**config.mk**
```make
export PLATFORM = sky130hd
export DESIGN_NAME = ptcn_ctrl
export DESIGN_NICKNAME = d
export VERILOG_FILES = /design/src/hdl/point_cloud_normalizer_top_defines.svh /design/src/hdl/ptcn_pkg.sv /design/src/hdl/ptcn_ctrl.sv
export SDC_FILE = /design/constraint.sdc
export NUM_CORES = 1
export LEC_CHECK = 0
export ABC_AREA = 1
export BUFFER_PORTS_ARGS = -buffer_cell sky130_fd_sc_hd__buf_2
export CAP_MARGIN = 20
export CORE_AREA = 3 3 40 42
export CTS_BUF_LIST = sky130_fd_sc_hd__clkbuf_8
export DETAILED_ROUTE_END_ITERATION = 10
export DIE_AREA = 0 0 43 45
export PLACE_DENSITY = 0.76
export SYNTH_ARGS = -nofsm -noshare
export SYNTH_HDL_FRONTEND = slang
export SYNTH_SLANG_ARGS = --single-unit
export TNS_END_PERCENT = 50
```
**constraint.sdc**
```tcl
create_clock -name clk_i -period 1.9 [get_ports clk_i]
set_clock_uncertainty 0.15 [all_clocks]
set_input_delay 0.38 -clock clk_i [delete_from_list [all_inputs] [get_ports clk_i]]
set_output_delay 0.38 -clock clk_i [all_outputs]
set_load 0.05 [all_outputs]
```
**src/hdl/point_cloud_normalizer_top_defines.svh**
```systemverilog
// Assertion macros shared by the point cloud normalizer RTL.
`ifndef POINT_CLOUD_NORMALIZER_TOP_DEFINES_SVH
`define POINT_CLOUD_NORMALIZER_TOP_DEFINES_SVH

// Condition must hold at every clock edge out of reset.
`define PTCN_ASSERT(lbl, cond, msg) \
  lbl: assert property (@(posedge clk_i) disable iff (!rst_ni) (cond)) else $error(msg);

// Antecedent implies consequent in the same cycle.
`define PTCN_ASSERT_IMP(lbl, ante, cons, msg) \
  lbl: assert property (@(posedge clk_i) disable iff (!rst_ni) (ante) |-> (cons)) else $error(msg);

// Antecedent implies consequent in the next cycle.
`define PTCN_ASSERT_NEXT(lbl, ante, cons, msg) \
  lbl: assert property (@(posedge clk_i) disable iff (!rst_ni) (ante) |=> (cons)) else $error(msg);

`endif

```
**src/hdl/ptcn_pkg.sv**
```systemverilog
// Shared constants, types and helper functions of the point cloud normalizer.
`timescale 1ns / 1ps
package ptcn_pkg;

  localparam int MAX_POINTS = 4096;
  localparam int ADDR_W     = $clog2(MAX_POINTS);
  localparam int CNT_W      = ADDR_W + 1;
  localparam int CRD_W      = 32;
  localparam int FEAT_W     = 16;
  localparam int SUM_W      = 44;
  localparam int NUM_W      = 34;
  localparam int DEN_W      = 32;
  localparam int DIV_W      = 50;
  localparam int PROD_W     = 46;
  localparam int CFG_IDX_W  = 3;

  localparam logic [1:0] CMD_LOAD  = 2'd0;
  localparam logic [1:0] CMD_READ  = 2'd1;
  localparam logic [1:0] CMD_CLEAR = 2'd2;

  localparam logic [CFG_IDX_W-1:0] CFG_FEAT_MEAN_0 = 3'd0;
  localparam logic [CFG_IDX_W-1:0] CFG_FEAT_MEAN_1 = 3'd1;
  localparam logic [CFG_IDX_W-1:0] CFG_FEAT_MEAN_2 = 3'd2;
  localparam logic [CFG_IDX_W-1:0] CFG_FEAT_STD_0  = 3'd3;
  localparam logic [CFG_IDX_W-1:0] CFG_FEAT_STD_1  = 3'd4;
  localparam logic [CFG_IDX_W-1:0] CFG_FEAT_STD_2  = 3'd5;
  localparam logic [CFG_IDX_W-1:0] CFG_HEIGHT_MEAN = 3'd6;
  localparam logic [CFG_IDX_W-1:0] CFG_HEIGHT_STD  = 3'd7;

  typedef struct packed {
    logic       load;
    logic       clear;
    logic       rd_empty;
    logic       mean_mul;
    logic       mean_start;
    logic       mean_store;
    logic       set_ready;
    logic       fetch;
    logic       div_start;
    logic       div_store;
    logic       push;
    logic [1:0] sel;
  } ptcn_cmd_t;

  typedef struct packed {
    logic stats_ready;
    logic cloud_empty;
    logic div_done;
    logic out_free;
  } ptcn_sts_t;

  function automatic logic [31:0] sat_num(input logic signed [NUM_W-1:0] v);
    logic [31:0] r;
    if (v > NUM_W'(signed'(32'sh7fffffff))) r = 32'h7fffffff;
    else if (v < NUM_W'(signed'(32'sh80000000))) r = 32'h80000000;
    else r = v[31:0];
    return r;
  endfunction

  function automatic logic [31:0] sat_quot(input logic neg, input logic [DIV_W-1:0] q);
    logic [31:0] r;
    if (neg) begin
      if (q > DIV_W'(33'h080000000)) r = 32'h80000000;
      else r = 32'(-q[31:0]);
    end else begin
      if (q > DIV_W'(32'h7fffffff)) r = 32'h7fffffff;
      else r = q[31:0];
    end
    return r;
  endfunction

endpackage

```
**src/hdl/ptcn_ctrl.sv**
```systemverilog
// Controller: sequences loads, clears, mean computation and per-point normalization.
`timescale 1ns / 1ps
module ptcn_ctrl
  import ptcn_pkg::*;
(
  input  logic       clk_i,
  input  logic       rst_ni,
  input  logic       in_valid_i,
  output logic       in_stall_o,
  input  logic [1:0] cmd_i,
  input  ptcn_sts_t  sts_i,
  output ptcn_cmd_t  cmd_o
);

  localparam logic [2:0] S_IDLE  = 3'd0;
  localparam logic [2:0] S_MMUL  = 3'd1;
  localparam logic [2:0] S_MDIV  = 3'd2;
  localparam logic [2:0] S_MWAIT = 3'd3;
  localparam logic [2:0] S_FETCH = 3'd4;
  localparam logic [2:0] S_DDIV  = 3'd5;
  localparam logic [2:0] S_DWAIT = 3'd6;
  localparam logic [2:0] S_PUSH  = 3'd7;

  logic [2:0] state_q, state_d;
  logic [1:0] sel_q, sel_d;

  always_comb begin
    state_d = state_q;
    sel_d   = sel_q;
    cmd_o   = '0;
    cmd_o.sel = sel_q;
    unique case (state_q)
      S_IDLE: begin
        if (in_valid_i) begin
          case (cmd_i)
            CMD_LOAD:  cmd_o.load  = 1'b1;
            CMD_CLEAR: cmd_o.clear = 1'b1;
            CMD_READ: begin
              if (sts_i.cloud_empty) begin
                cmd_o.rd_empty = 1'b1;
                state_d = S_PUSH;
              end else if (!sts_i.stats_ready) begin
                sel_d   = 2'd0;
                state_d = S_MMUL;
              end else begin
                state_d = S_FETCH;
              end
            end
            default: ;
          endcase
        end
      end
      S_MMUL: begin
        cmd_o.mean_mul = 1'b1;
        state_d = S_MDIV;
      end
      S_MDIV: begin
        cmd_o.mean_start = 1'b1;
        state_d = S_MWAIT;
      end
      S_MWAIT: begin
        if (sts_i.div_done) begin
          cmd_o.mean_store = 1'b1;
          if (sel_q == 2'd2) begin
            cmd_o.set_ready = 1'b1;
            state_d = S_FETCH;
          end else begin
            sel_d   = sel_q + 2'd1;
            state_d = S_MMUL;
          end
        end
      end
      S_FETCH: begin
        cmd_o.fetch = 1'b1;
        sel_d   = 2'd0;
        state_d = S_DDIV;
      end
      S_DDIV: begin
        cmd_o.div_start = 1'b1;
        state_d = S_DWAIT;
      end
      S_DWAIT: begin
        if (sts_i.div_done) begin
          cmd_o.div_store = 1'b1;
          if (sel_q == 2'd3) begin
            state_d = S_PUSH;
          end else begin
            sel_d   = sel_q + 2'd1;
            state_d = S_DDIV;
          end
        end
      end
      S_PUSH: begin
        if (sts_i.out_free) begin
          cmd_o.push = 1'b1;
          state_d = S_IDLE;
        end
      end
      default: state_d = S_IDLE;
    endcase
  end

  always_ff @(posedge clk_i or negedge rst_ni) begin
    if (!rst_ni) begin
      state_q <= S_IDLE;
      sel_q   <= '0;
    end else begin
      state_q <= state_d;
      sel_q   <= sel_d;
    end
  end

  assign in_stall_o = (state_q != S_IDLE);

endmodule

```
==> impl_results.md, run 1 <==
* Outcome: finished clean
* Min Clock Period, post-route at ~1900 ps
* DP HPWL at between 1 and 1.5 mm
* Slowest-stage cell, CP: dfrtp_2
* Synth cell types at 25
* WHS at 352 ps
* Root Buffer: clkbuf_8
* Top cell type's share of synthesized area at a little over a fifth
* Final Power at about 0.0016 W
* CTS tree: yes
* Max incr delay on CP at 460 ps
* RSZ-0062 raised after global routing: true
* Worst-Margin Slew at 254 ps
* Initial antenna violation count at 0
* # diodes at 0
* Average size of a mapped cell at ~7.5 um2
* Main synth FF type: dfrtp_1
* Part of the Yosys area used for sequential elements at 21.5%
* Synth Cell Area at roughly 580 um2
* PwrDens at around 1900 nW/um2
* DR pass1 iterations at 4
* Max Clk Rate at about 0.54 GHz
* Top sig layer: met4
* Final setup viols at 0
* Share of cells above drive strength 1 at a little over half
* Routed met2 length at ~700 um
* Post-detailed-route wirelength per cell at roughly 12 um
* Clock latency at the later pin of the worst-skew pair at ~220 ps
* Remaining DRCs at 0
* Largest area contributor in the synthesized netlist: dfrtp_1
* Initial Utilization at a little under half
* Routed vias at about 630
* DR iter-0 viols at 4
* Post-synthesis register bit count at 5
* Post-route ant nets at 0
* Ports at 23
* Startpoint Class: flip-flop
* FFs w/ async S/R, synth at between 90% and 100%
* CTS buffer count at 3
* Crit-path cells: buf_4 -> nand3_1 -> nor2_1 -> buf_2
* Vias in the first global route at roughly 500
* Global-route wire length before repair at between 2 and 2.5 mm
* WP buf/inv at 2
* Crit Path Category: reg -> out
* CP top delay family: flip-flops
* Crit end category: output port
* Most common cell in the netlist: nand2_1
* Syn Inst Count at around 80
* Via density per instance at between 5 and 6
* All-layer global routing usage at 14.9%
* Remaining global-route overflow at 0
* Total die area at around 1900 um2
* Hold Crit Class: in -> async
* Yosys warns at 0
* Number of synthesized flops with an enable pin at 0
* CTS clk-pin slew, worst paths at about 40 ps
* IR Drop Worst-Case VDD at around 0.97 mV
* Die width at between 40 and 50 um
* Metal-1 WL at 649 um
* Total wire length at between 1 and 1.5 mm
* Worst Path Required at ~1400 ps
* Synth top cells by count: nand2_1 (15), nor2_1 (10), inv_1 (8), dfrtp_1 (5), nand4_1 (5)
* Max cap viols at 0
* Clock sinks at 5
* RePlAce Congestion at 0.781
* Row count at 13
* Syn nets at 89
* P_leak at a little under 0.5 nW
* Core area at ~1300 um2
* Top cells by area, synth: dfrtp_1 (22%), nand2_1 (9.7%), nand2_4 (7.7%)
* Layout area overhead at 45.6%
* Crit Path Max Fanout at 6
* Port Buffer Count at 22
* Hold violation count in the final report at 0
* Slew headroom at ~83%
* Fin crit share at 98.2%
* Routed met3 length at around 66 um
* Final Max Tran Viols at 0
* Pin count of the biggest net entering global routing at 11
* Crit path DAT at 1340 ps
* H-tree depth at 1
* Clk buf depth at 2
* Layout Nets at 123
* Die Span Y at between 40 and 50 um
==> power breakdown <==
group / leakage, nW / switching (W) / internal [W]
clock network: 0.0269 / 0.0000503 / 0.000138
logic: 0.396 / 0.000762 / 0.000401
registers: 0.0599 / 0.000101 / 0.000167
total: 0.483 / 0.000913 / 0.000706
==> per-stage QoR <==
step	utilization, %	cell area [um2]	setup TNS [ps]	instances	setup WS, ps
final	65.9	847	0	126	33.3
after global routing	65.9	847	-62.3	126	-32.9
after CTS	62.4	802	-32.2	122	-32.2
after detailed placement	57.5	739	0	117	96.6
after global placement	57.5	739	0	117	115
after floorplan	-	599	-475	78	-242
==> registers in the layout, summed over array words and instances (netlist names) <==
name	count
state_q	3
sel_q	2
==> final timing paths <==
path / start / slack [ps] / end / cells after the start
setup / recovery: state_q[1] / 30 / cmd_o[3] / 4
hold / removal: rst_ni / 350 / state_q[2] / 2
min in group clk_i: sts_i[2] / 360 / state_q[0] / 3
max in group asynchronous: rst_ni / 1110 / state_q[1] / 2
setup reg to reg: state_q[1] / 290 / sel_q[1] / 9
hold reg to reg: sel_q[1] / 400 / sel_q[1] / 2
==> cells in the final DEF (no fill, tap or decap), drive strengths merged <==
master,n
buf,30
nand2,20
nor2,14
inv,12
nand3,8
nand4,6
dfrtp,5
nor3,3
clkbuf,3
o21ai,3
o21a,2
ha,2
o21bai,1
a21oi,1
dlygate4sd3,1
==> area by class of cell <==
class | count | area [um2]
Fill cell | 116 | 438
Multi-Input combinational cell | 60 | 414
Timing Repair Buffer | 31 | 195
Sequential cell | 5 | 128
Inverter | 11 | 46.3
Clock buffer | 3 | 41.3
Tap cell | 15 | 18.8
Clock inverter | 1 | 3.75
==> layer usage <==
metal	vias to the layer above	GRT usage (%)
met5	-	0
li1	322	-
met2	18	24.6
met3	4	4.78
met4	0	4.22
met1	287	18.7
==> cell families (layout without fill, tap and decap cells) <==
group	Yosys count	in the layout	share of synthesized area, %
AND/OR/NAND/NOR	51	51	55.5
adder cells (fa/ha/maj)	2	2	4.30
AO/OA/AOI/OAI	7	7	7.96
flip-flops	5	5	21.5
buffers and inverters	13	46	10.8
==> timing repair <==
item | CTS | global route
hold buffers | 1 | 0
buffers inserted | 0 | 4
resized for setup | 4 | 6
hold endpoints to repair | 5 | 0
endpoints found under the setup margin | 6 | 6
pin swaps | 0 | 1
No activity file was read; power rests on OpenSTA's default activity.
==> run 2: changes to the inputs <==
--- a/config.mk
+++ b/config.mk
@@ -6,13 +6,16 @@
 export NUM_CORES = 1
 export LEC_CHECK = 0
 export ABC_AREA = 1
+export ABC_CLOCK_PERIOD_IN_PS = 1900
 export BUFFER_PORTS_ARGS = -buffer_cell sky130_fd_sc_hd__buf_2
 export CAP_MARGIN = 20
-export CORE_AREA = 3 3 40 42
+export CELL_PAD_IN_SITES_DETAIL_PLACEMENT = 1
+export CELL_PAD_IN_SITES_GLOBAL_PLACEMENT = 2
+export CORE_MARGIN = 3
+export CORE_UTILIZATION = 26
 export CTS_BUF_LIST = sky130_fd_sc_hd__clkbuf_8
 export DETAILED_ROUTE_END_ITERATION = 10
-export DIE_AREA = 0 0 43 45
-export PLACE_DENSITY = 0.76
+export PLACE_DENSITY = 0.83
 export SYNTH_ARGS = -nofsm -noshare
 export SYNTH_HDL_FRONTEND = slang
 export SYNTH_SLANG_ARGS = --single-unit
==> impl_results.md, run 2 (same netlist as run 1, synthesis figures left out) <==
* Total wire length at 1.79 mm (+23%)
* Clock latency at the later pin of the worst-skew pair at 230 ps (about the same)
* Max FFs per register at 3 (unchanged)
* CP top delay family: flip-flops
* Total die area at 2840 um2 (+47%)
* Final setup viols at 0 (unchanged)
* Die Span Y at 53.3 um (+18%)
* Layout area overhead at 51.8%
* # diodes at 0 (unchanged)
* RSZ-0062 raised after global routing: true
* P_leak at 0.491 nW (+1.6%)
* Crit path DAT at 1330 ps (about the same)
* Crit path from: state_q[0]
* H-tree depth at 1 (unchanged)
* Crit Path Max Fanout at 6 (unchanged)
* R2R depth at 8 (-1)
* WP buf/inv at 2 (unchanged)
* Pin count of the biggest net entering global routing at 11 (unchanged)
* CTS buffer count at 3 (unchanged)
* Final Non-Filler Cells at 140 (+11%)
* Min Clock Period, post-route at 1860 ps (-2.72 ps)
* DP HPWL at 1.41 mm (+22%)
* Critical R2R Launch: sel_q[0]
* Share of cells above drive strength 1 at 54.9% (+2.6 points)
* Remaining DRCs at 0 (unchanged)
* Die width at 53.3 um (+24%)
* GR Util met3 at 1.97% (-2.8 points)
* DR pass1 iterations at 4 (unchanged)
* Startpoint Class: flip-flop
* Max incr delay on CP at 470 ps (about the same)
* FF+latch area at 129 um2 (+0.98%)
* Fin area at 883 um2 (+4.3%)
* Core area at 2040 um2 (+59%)
* Grt met1 use at 19.9% (+1.2 points)
* Placed Cells at 130 (+11%)
* Clock sinks at 5 (unchanged)
* Routed vias at 642 (+1.7%)
* Most frequent cells in the layout: buf_2 (18), nand2_1 (15), buf_4 (11)
* Worst-Margin Slew at 253 ps (-0.931 ps)
* Final Power at 0.00168 W (+3.6%)
* Global routing's busiest layer: met2
* Port Buffer Count at 22 (unchanged)
* Top flop regs: state_q: 3 flops, sel_q: 2 flops
* Global-route wire length before repair at 3.15 mm (+48%)
* Crit end category: output port
* Via density per instance at 4.59 (-8.4%)
* Met2 Use GR at 26.3% (+1.8 points)
* IR Drop Worst-Case VDD at 0.700 mV (-28%)
* Clk buf depth at 2 (unchanged)
* Most common cell after layout, fill and taps aside: buf_2
* Ports at 23 (unchanged)
* Slew headroom at 83.3% (about the same)
* Outcome: finished clean
* Setup total negative slack at 0 ps (unchanged)
* Largest Register: state_q
* Fillers at 267 (+130%)
* Fin crit share at 98.1% (-0.14 points)
* Worst Path Required at 1370 ps (about the same)
* Remaining global-route overflow at 0 (unchanged)
* Crit-path cells: nor2_8 -> nand2_4 -> inv_4 -> nand2_2 -> nor2_2 -> buf_6
* CTS tree: yes
* Hold violation count in the final report at 0 (unchanged)
* Max Clk Rate at 0.536 GHz (+0.15%)
* Initial antenna violation count at 0 (unchanged)
* Root Buffer: clkbuf_8
* Crit Path Category: reg -> out
* RePlAce Congestion at 0.723 (-7.5%)
* Final Max Tran Viols at 0 (unchanged)
* Hold Crit Class: in -> async
* DR iter-0 viols at 7 (+3)
* Critical path depth in cells at 6 (+2)
* PwrDens at 1900 nW/um2 (-0.63%)
* Initial Utilization at 28.5% (-17 points)
* Max cap viols at 0 (unchanged)
* Post-detailed-route wirelength per cell at 12.8 um (+10%)
* CTS clk-pin slew, worst paths at 40 ps (about the same)
* Post-route ant nets at 0 (unchanged)
* Layout Nets at 125 (+1.6%)
* Post-DP Area at 762 um2 (+3.0%)
* All-layer global routing usage at 15.5% (+0.67 points)
* Slowest-stage cell, CP: dfrtp_2
* Multi-input gate area in the final layout at 417 um2 (+0.60%)
* Vias in the first global route at 680 (+37%)
* Row count at 16 (+3)
## run 2: worst paths after layout
kind / end / slack, ps
max: cmd_o[10] / 40
min: state_q[0] / 350
max reg2reg: sel_q[0] / 320
min reg2reg: sel_q[1] / 390
max in group asynchronous: state_q[2] / 1090
min in group clk_i: state_q[0] / 360
## run 2: final cells by class
| cell class | instances | share of cell area [%] |
|---|---|---|
| Clock inverter | 1 | 0.425 |
| Tap cell | 27 | 3.82 |
| Timing Repair Buffer | 33 | 24.1 |
| Clock buffer | 3 | 4.67 |
| Sequential cell | 5 | 14.6 |
| Multi-Input combinational cell | 60 | 47.2 |
| Inverter | 11 | 5.24 |
## run 2: power by group
part | internal (W) | leakage, nW | switching, W | total, W
Clock | 0.000139 | 0.0269 | 0.0000602 | 0.000199
Sequential | 0.000169 | 0.0590 | 0.000102 | 0.000270
Combinational | 0.000424 | 0.405 | 0.000784 | 0.00121
## run 2: stage by stage
stage / utilization, % / hold slack, ps / setup WS (ps)
2_1_floorplan: - / -65.6 / -242
3_3_place_gp: 37.3 / 49.8 / 117
3_5_place_dp: 37.3 / 57.1 / 100
4_1_cts: 42.4 / 351 / 0.231
5_1_grt: 43.3 / 375 / -33.1
6_report: 43.3 / 353 / 36.0
## run 2: what timing repair did
item | in CTS | in global routing
hold buffers | 1 | 0
pin swaps | 1 | 1
setup buffers | 5 | 0
resized for setup | 5 | 8
setup endpoints to repair | 7 | 4
hold endpoints to repair | 5 | 0
## run 2: per-layer routing
layer,vias to the layer above,share of wire (%)
li1,328,-
met1,298,46
met2,14,49
met3,2,3.4
met4,0,1.2
met5,-,0
==> run 3: changes to the inputs <==
--- a/config.mk
+++ b/config.mk
@@ -11,6 +11,7 @@
 export CAP_MARGIN = 20
 export CELL_PAD_IN_SITES_DETAIL_PLACEMENT = 1
 export CELL_PAD_IN_SITES_GLOBAL_PLACEMENT = 2
+export CORE_ASPECT_RATIO = 0.75
 export CORE_MARGIN = 3
 export CORE_UTILIZATION = 26
 export CTS_BUF_LIST = sky130_fd_sc_hd__clkbuf_8
==> impl_results.md, run 3 (same netlist as run 1, synthesis figures left out) <==
* Outcome: finished clean
* RSZ-0062 raised after global routing: true
* Max Clk Rate at 0.530 GHz (-1.2%)
* Clk buf depth at 2 (unchanged)
* Largest Register: state_q
* Post-DP Area at 736 um2 (-3.4%)
* Place WS at 37.0 ps (-63.0 ps)
* Crit path setup slack, layout at 12.6 ps (-23.4 ps)
* Initial Utilization at 28.1% (-0.34 points)
* DR pass1 iterations at 4 (unchanged)
* Total wire length at 1.79 mm (+0.17%)
* Startpoint Class: flip-flop
* Hold Crit Class: in -> async
* Share of cells above drive strength 1 at 53.9% (-0.95 points)
* CP most frequent cell: buf_4
* Clock sinks at 5 (unchanged)
* All-layer global routing usage at 14.4% (-1.2 points)
* Top flop regs: state_q: 3 flops, sel_q: 2 flops
* Most common cell after layout, fill and taps aside: nand2_1
* CTS tree: yes
* Ports at 23 (unchanged)
* Post-detailed-route wirelength per cell at 12.9 um (+0.89%)
* P_leak at 0.509 nW (+3.8%)
* Total die area at 2850 um2 (+0.20%)
* RePlAce Congestion at 0.759 (+5.0%)
* Worst Path Required at 1370 ps (about the same)
* Remaining global-route overflow at 0 (unchanged)
* Fin area at 916 um2 (+3.7%)
* Slowest-stage cell, CP: dfrtp_2
* Remaining DRCs at 0 (unchanged)
* Max FFs per register at 3 (unchanged)
* Crit end category: output port
* Global-route wire length before repair at 2.90 mm (-7.9%)
* WP buf/inv at 3 (+1)
* Max incr delay on CP at 460 ps (about the same)
* H-tree depth at 1 (unchanged)
* Most frequent cells in the layout: nand2_1 (15), buf_2 (14), buf_4 (13)
* Pin count of the biggest net entering global routing at 11 (unchanged)
* Layout area overhead at 57.4%
* Clock latency at the later pin of the worst-skew pair at 230 ps (about the same)
* Final setup viols at 0 (unchanged)
* DR iter-0 viols at 12 (+5)
* Die width at 60.6 um (+14%)
* DP HPWL at 1.38 mm (-2.1%)
* CTS clk-pin slew, worst paths at 40 ps (about the same)
* Post-route ant nets at 0 (unchanged)
* Core area at 2070 um2 (+1.2%)
* Final Max Tran Viols at 0 (unchanged)
* Crit Path Max Fanout at 5 (-1)
* Worst-Margin Slew at 252 ps (-0.481 ps)
* CP top delay family: flip-flops
* Routed vias at 641 (-0.16%)
* Root Buffer: clkbuf_8
* Vias in the first global route at 605 (-11%)
* IR Drop Worst-Case VDD at 0.622 mV (-11%)
* CTS buffer count at 3 (unchanged)
* Crit-path cells: buf_4 -> buf_4 -> nand4_2 -> nor2_2 -> buf_6
* Slew headroom at 83.3% (about the same)
* Layout Nets at 127 (+1.6%)
* Fillers at 276 (+3.4%)
* Via density per instance at 4.61 (+0.56%)
* # diodes at 0 (unchanged)
* Crit path DAT at 1360 ps (+30 ps)
* Hold violation count in the final report at 0 (unchanged)
* Crit Path Category: reg -> out
* Die Span Y at 47.0 um (-12%)
* Setup total negative slack at 0 ps (unchanged)
* Min Clock Period, post-route at 1890 ps (+23.4 ps)
* Max cap viols at 0 (unchanged)
* PwrDens at 1890 nW/um2 (-0.48%)
* Row count at 14 (-2)
* Fin crit share at 99.3% (+1.2 points)
* WHS at 348 ps (-4.43 ps)
* Port Buffer Count at 22 (unchanged)
* Initial antenna violation count at 0 (unchanged)
[run 3: changes by cell type in the layout (fill, tap and decap cells not counted), moves of 2 or more]
cell / change
buf_4: +2
clkbuf_4: +2
nor2_2: -2
buf_2: -4
[run 3: stage by stage]
stage                     instances  utilization (%)  total power [W]
final                           139             44.3          0.00173
after floorplan                  78                -          0.00114
after global placement          124             35.6          0.00132
after detailed placement        124             35.6          0.00134
after global routing            139             44.3          0.00187
after CTS                       135             41.0          0.00165
[run 3: report_power, final]
group	leakage, nW	switching (W)	internal, W
Sequential	0.0599	0.0000887	0.000167
Clock	0.0269	0.0000583	0.000139
Combinational	0.423	0.000817	0.000461
[run 3: final cells by class]
type	instances	area, um2	share of cell area (%)
inverters	11	46.3	5.05
flip-flops and latches	5	128	13.9
multi-input cells	60	424	46.3
repair buffers	35	243	26.5
clock inverters	1	3.75	0.410
clock buffers	3	41.3	4.51
well taps	24	30.0	3.28
[run 3: final timing paths]
check | from | endpoint | slack [ps] | depth (start not counted)
max reg2reg | state_q[0] | sel_q[0] | 340 | 8
min reg2reg | sel_q[1] | sel_q[1] | 390 | 2
max | state_q[0] | cmd_o[6] | 10 | 5
min in group clk_i | sts_i[2] | state_q[0] | 380 | 3
max in group asynchronous | rst_ni | state_q[0] | 1100 | 2
min | rst_ni | state_q[1] | 350 | 2
[run 3: timing repair]
action	CTS	global route
hold buffers	1	0
pin swaps	0	2
hold endpoints to repair	5	0
resized for setup	7	13
endpoints found under the setup margin	10	8
buffers inserted	6	4
[run 3: routing by layer]
layer	global-route usage, %	wire length (um)
met5	0	0
met4	6.49	17
met3	2.75	112
met2	20.5	787
met1	20.9	876
